==> src/rtl/crrip_pkg.sv <==
// shared types and constants for the criticality-aware rrip replacement block
`default_nettype none

package crrip_pkg;

	// access kinds; the fourth code is unused and changes nothing
	typedef enum logic [1:0] {
		KIND_QUERY = 2'd0,
		KIND_HIT   = 2'd1,
		KIND_FILL  = 2'd2
	} kind_t;

	// criticality value that marks a critical line
	localparam logic [7:0] CRIT_MARK = 8'hFF;

	// fixed field widths
	localparam int unsigned SET_W  = 11;
	localparam int unsigned WAY_W  = 4;
	localparam int unsigned CRIT_W = 8;

	// command held for the row update
	typedef struct packed {
		logic [1:0]        kind;
		logic [WAY_W-1:0]  way;
		logic [CRIT_W-1:0] crit;
	} cmd_t;

endpackage

`default_nettype wire

==> src/rtl/crrip_row_update.sv <==
// read-modify logic for one set row: aging, victim search, hit and fill updates
`default_nettype none

module crrip_row_update #(
	parameter int unsigned WAYS     = 16,
	parameter int unsigned RRPV_MAX = 3
) (
	input  wire crrip_pkg::cmd_t                                  cmd,
	input  wire logic [WAYS*$clog2(RRPV_MAX+1)-1:0]               row_in,
	output logic      [WAYS*$clog2(RRPV_MAX+1)-1:0]               row_out,
	output logic      [crrip_pkg::WAY_W-1:0]                      victim
);

	import crrip_pkg::*;

	localparam int unsigned RW = $clog2(RRPV_MAX + 1);
	localparam logic [RW-1:0] MAXV      = RW'(RRPV_MAX);
	localparam logic [RW-1:0] FILL_CRIT = RW'(RRPV_MAX - 1);
	localparam logic [RW-1:0] FILL_NORM = (RRPV_MAX >= 2) ? RW'(RRPV_MAX - 2) : '0;

	logic [RRPV_MAX:0] present;
	logic [RW-1:0]     largest;
	logic [RW-1:0]     lift;
	logic [RW-1:0]     fill_val;

	// which prediction values occur in the row
	always_comb begin
		present = '0;
		for (int v = 0; v <= int'(RRPV_MAX); v++) begin
			for (int w = 0; w < int'(WAYS); w++) begin
				if (row_in[w*RW +: RW] == RW'(v)) begin
					present[v] = 1'b1;
				end
			end
		end
	end

	// largest value, then the lift that brings it to the maximum
	always_comb begin
		largest = '0;
		for (int v = 0; v <= int'(RRPV_MAX); v++) begin
			if (present[v]) begin
				largest = RW'(v);
			end
		end
		lift = MAXV - largest;
	end

	// lowest way holding the largest value ends at the maximum after aging
	always_comb begin
		victim = '0;
		for (int w = int'(WAYS) - 1; w >= 0; w--) begin
			if (row_in[w*RW +: RW] == largest) begin
				victim = WAY_W'(w);
			end
		end
	end

	assign fill_val = (cmd.crit == CRIT_MARK) ? FILL_CRIT : FILL_NORM;

	// new row; a way beyond the row matches no entry and leaves it unchanged
	always_comb begin
		row_out = row_in;
		case (cmd.kind)
			KIND_QUERY: begin
				for (int w = 0; w < int'(WAYS); w++) begin
					row_out[w*RW +: RW] = row_in[w*RW +: RW] + lift;
				end
			end
			KIND_HIT: begin
				for (int w = 0; w < int'(WAYS); w++) begin
					if (int'(cmd.way) == w) begin
						row_out[w*RW +: RW] = '0;
					end
				end
			end
			KIND_FILL: begin
				for (int w = 0; w < int'(WAYS); w++) begin
					if (int'(cmd.way) == w) begin
						row_out[w*RW +: RW] = fill_val;
					end
				end
			end
			default: begin
				row_out = row_in;
			end
		endcase
	end

endmodule

`default_nettype wire

==> config.mk <==
export PLATFORM = sky130hd
export DESIGN_NAME = crrip_row_update
export DESIGN_NICKNAME = d
export VERILOG_FILES = /design/src/rtl/crrip_pkg.sv /design/src/rtl/crrip_row_update.sv
export SDC_FILE = /design/constraint.sdc
export NUM_CORES = 1
export LEC_CHECK = 0
export BUFFER_PORTS_ARGS = -buffer_cell sky130_fd_sc_hd__buf_2
export CAP_MARGIN = 10
export CELL_PAD_IN_SITES_DETAIL_PLACEMENT = 0
export CELL_PAD_IN_SITES_GLOBAL_PLACEMENT = 1
export CORE_ASPECT_RATIO = 0.6
export CORE_UTILIZATION = 38
export DETAILED_ROUTE_END_ITERATION = 10
export GPL_ROUTABILITY_DRIVEN = 0
export PLACE_DENSITY = 0.94
export SYNTH_ARGS = -nofsm -noshare
export SYNTH_HDL_FRONTEND = slang
export SYNTH_SLANG_ARGS = --single-unit
==> constraint.sdc <==
create_clock -name vclk -period 6.37
set_input_delay 0.3185 -clock vclk [all_inputs]
set_output_delay 0.3185 -clock vclk [all_outputs]
set_load 0.02 [all_outputs]
* Word-level counts from Yosys, hierarchy flattened *
Cells that the tools add are included.

storage, ports and cells
  register bits = 0
  output and inout bits = 36

operators by class
  add/sub/neg operators = 17
  eq/ne operators = 82
  mux-type cells = 101
  reduce and logical (&&, ||, !) cells = 2

operators with widths
  kind                                                                   count
  32-bit case mux with 3 select lines                                    1
  2-bit 2-to-1 mux                                                       35
  2-bit equality test, second input constant                             33
  4-bit 2-to-1 mux                                                       16
  1-bit 2-to-1 mux                                                       49
  2-bit by 1-bit equality test with 1-bit output, second input constant  17
  2-bit adder                                                            16
  2-bit equality test                                                    16
  4-bit equality test, second input constant                             8
  4-bit by 3-bit equality test with 1-bit output, second input constant  4
  4-bit by 2-bit equality test with 1-bit output, second input constant  2
  8-bit equality test, second input constant                             1
  4-bit by 1-bit equality test with 1-bit output, second input constant  1
  4-bit zero test                                                        1
  2-bit zero test                                                        1
  2-bit subtractor, first input constant                                 1

* Logic depth before layout (Yosys ltp) *
  depth after elaboration = 37
  depth in mapped cells = 11

* Least setup slack after synthesis *
No wires, ideal clock.

  path kind = input to output
  start point = input port row_in[18]
  end point = output port victim[0] (netlist name)
  arrival = 3.643 ns
  data required time = 6.051 ns
  slack = 2.408 ns
  stages on the path = 9
  path through = a22oi_1 nand2_1 or4_4 nor2_1 ha_1 o21ai_0 nand2_1 or3_1 o21ai_1

on the way
  longest elaborated chain between the ends = 28
  elaborated cells on any way between the ends = 59
  those cells by class = eq/ne (19); mux (40)

ends and longest elaborated chain
  item                                            line                    source
  from (decl)                                     crrip_row_update.sv:9   input wire logic [WAYS*$clog2(RRPV_MAX+1)-1:0] row_in,
  2-bit by 1-bit equality test with 1-bit output  crrip_row_update.sv:31  if (row_in[w*RW +: RW] == RW'(v)) begin
  1-bit 2-to-1 mux (7 in series)                  crrip_row_update.sv:31
  1-bit 2-to-1 mux                                crrip_row_update.sv:42  if (present[v]) begin
  2-bit 2-to-1 mux (2 in series)                  crrip_row_update.sv:42
  2-bit equality test                             crrip_row_update.sv:53  if (row_in[w*RW +: RW] == largest) begin
  4-bit 2-to-1 mux (15 in series)                 crrip_row_update.sv:53
  4-bit 2-to-1 mux *                              crrip_row_update.sv:53
  to (decl)                                       crrip_row_update.sv:11  output logic [crrip_pkg::WAY_W-1:0] victim

Mark *: on every way between the ends. The rest lies on a longest branch, timed or not.

* Final worst setup path *
  start point = input port row_in[26]
  end point = output port victim[0] (netlist name)

on the way
  longest elaborated chain between the ends = 24
  elaborated cells on any way between the ends = 47
  those cells by class = eq/ne (19); mux (28)

ends and longest elaborated chain
  item                                            line
  2-bit by 1-bit equality test with 1-bit output  crrip_row_update.sv:31
  1-bit 2-to-1 mux (3 in series)                  crrip_row_update.sv:31
  1-bit 2-to-1 mux                                crrip_row_update.sv:42
  2-bit 2-to-1 mux (2 in series)                  crrip_row_update.sv:42
  2-bit equality test                             crrip_row_update.sv:53
  4-bit 2-to-1 mux (15 in series)                 crrip_row_update.sv:53
  4-bit 2-to-1 mux *                              crrip_row_update.sv:53

Marks and branches as above.

==> summary.md <==
| Metric | Value |
|---|---|
| Status | finished clean |
| Synthesized area | 2230 um^2 |
| Final WL | 8.17 mm |
| Syn Nets | 431 |
| Placed Cells | 503 |
| DRC errors left | 0 |
| Wire per inst | 16.2 um |
| Setup bufs post-CTS | 0 |
| CP Cell Sequence | buf_2 -> a22oi_1 -> nand2_1 -> or4_4 -> nor2_2 -> buf_4 -> ha_1 -> o21ai_0 -> nand2_1 -> or3_1 -> o21ai_1 -> buf_2 |
| Top delay family on crit path | simple AND/OR/NAND/NOR gates |
| Critical Path AT | 3580 ps |
| Die height | 61.3 um |
| CP endpoint kind | output pin |
| Critical setup path kind | in2out |
| Grt total ovfl | 0 |
| Port bufs | 82 |
| Synthesized instance count | 355 |
| Chip width | 101 um |
| Vias per cell | 6.02 |
| Startpoint Class | primary input |
| Layout cells sized above 1 | 0.233 |
| Max_slew headroom | 0.335 |
| Antenna violations before repair | 0 |
| Leakage power | 1.20 nW |
| Reg area | 0 um^2 |
| Critical path data required time | 6050 ps |
| Pin count of the biggest net entering global routing | 67 |
| Sum Neg Setup Slack | 0 ps |
| Hpwl dp | 6.34 mm |
| Tcrit/Tclk final | 0.613 |
| First drt pass iteration count | 5 |
| Post-CTS resize count | 0 |
| Dpl ws | 2460 ps |
| Final Instance Area | 2700 um^2 |
| Vias in the first global route | 2453 |
| Hold-fix buffers, CTS | 0 |
| Worst Path Max Fanout | 16 |
| Antenna Nets Post-Route | 0 |
| Total GRT Usage | 0.260 |
| Peak VDD IR | 34.1 uV |
| Fin. Hold Viols | 0 |
| Placement Rows | 21 |
| Final Max Tran Viols | 0 |
| Final Power | 0.195 mW |
| Fin crit period | 3900 ps |
| Maxcap violations | 0 |
| Starting density of the core | 0.396 |
| # clk buffers | 0 |
| Slowest stage delay, CP | 580 ps |
| IO Pins | 82 |
| Placement Cell Area | 2690 um^2 |
| Setup violations, final | 0 |
| Yosys Warn Count | 0 |
| Setup ws final | 2470 ps |
| Cell Pwr Density | 72.2 nW/um^2 |
| Synth unique cells | 40 |
| DRT iter0 DRCs | 330 |
| Sequential cell count | 0 |
| # diodes | 0 |
| DR vias | 3032 |
| Mean Syn Cell Area | 6.27 um^2 |
| Critical Path Slowest Stage Cell | or4_4 |
| Layout area overhead | 21.3% |
| RSZ-0062 raised after global routing | false |
| Achievable Freq | 256 MHz |
| CP Buf/Inv Count | 3 |
| Non-Filler Instances | 504 |
| Die area | 6180 um^2 |
| First-pass GRT wire length | 12.6 mm |
| Net count reported at finish | 502 |
| Core area | 5620 um^2 |
| Post-synthesis sequential area ratio | 0 |
| Worst Tran Pin Value | 998 ps |
| Worst Hold Class | in2out |
==> report_power, final <==
group	leakage (nW)	total (mW)	internal [mW]	switching, mW
registers	0	0	0	0
logic	1.20	0.195	0.0710	0.124
clock network	0	0	0	0
total	1.20	0.195	0.0710	0.124
==> metrics by stage <==
stage	util	hold slack (ps)
2_1_floorplan	-	820
3_3_place_gp	0.479	1070
3_5_place_dp	0.479	1070
4_1_cts	0.479	1070
5_1_grt	0.481	1110
6_report	0.481	1080
==> cells in the final DEF (no fill, tap or decap), types with 2 or more instances in the layout <==
| cell | n |
|---|---|
| o21ai_0 | 38 |
| ha_1 | 30 |
| a22oi_1 | 8 |
| o21ai_1 | 9 |
| nor2_1 | 66 |
| nor2b_1 | 14 |
| a211oi_1 | 2 |
| o22ai_1 | 8 |
| buf_4 | 3 |
| nand3_1 | 4 |
| nand4_1 | 5 |
| a221oi_2 | 2 |
| o21a_1 | 5 |
| nand2b_1 | 5 |
| nor4_1 | 2 |
| xnor2_1 | 16 |
| a31oi_1 | 3 |
| nand2_1 | 26 |
| o21ba_2 | 4 |
| nor3_1 | 6 |
| a2111oi_0 | 3 |
| a221oi_1 | 30 |
| buf_2 | 82 |
| a21oi_1 | 11 |
| a311oi_1 | 2 |
| nor4_2 | 2 |
| inv_1 | 24 |
==> cells by family (layout without fill, tap and decap cells) <==
family / after synthesis / count (layout) / share of synthesized area
AND/OR/NAND/NOR: 139 / 139 / 0.292
buffers and inverters: 41 / 110 / 0.0775
AO/OA/AOI/OAI: 129 / 129 / 0.399
XOR/XNOR: 16 / 16 / 0.0629
adder cells (fa/ha/maj): 30 / 30 / 0.169
==> final cells by class <==
class                           count  area (um^2)
Fill cell                         615         2920
Inverter                           24         90.1
Multi-Input combinational cell    314         2070
Tap cell                           80          100
Timing Repair Buffer               86          444
==> worst paths after layout <==
check             startpoint          end  cells past startpoint
hold / removal    row_in[16]  row_out[16]                      4
setup / recovery  row_in[26]    victim[0]                     12
==> routing by layer <==
layer | vias to the layer above | track usage | routed length, um | share of wire
met5 | - | 0 | 0 | 0
met1 | 1402 | 0.408 | 4040 | 0.50
li1 | 1460 | - | - | -
met2 | 162 | 0.401 | 3290 | 0.40
met3 | 8 | 0.0182 | 793 | 0.097
met4 | 0 | 0.0186 | 43 | 0.0053
==> Yosys cell counts, drive strengths merged, types with 6 or more instances <==
library cell,instances,area (um^2)
a21oi,11,55.1
a221oi,32,293
a22oi,8,60.1
clkbuf,13,48.8
ha,30,375
inv,24,90.1
nand2,26,97.6
nor2,68,263
nor2b,14,87.6
nor3,7,35.0
o21a,6,52.6
o21ai,47,235
o22ai,8,50.1
xnor2,16,140
Note: power is estimated with default switching activity, not from simulation.
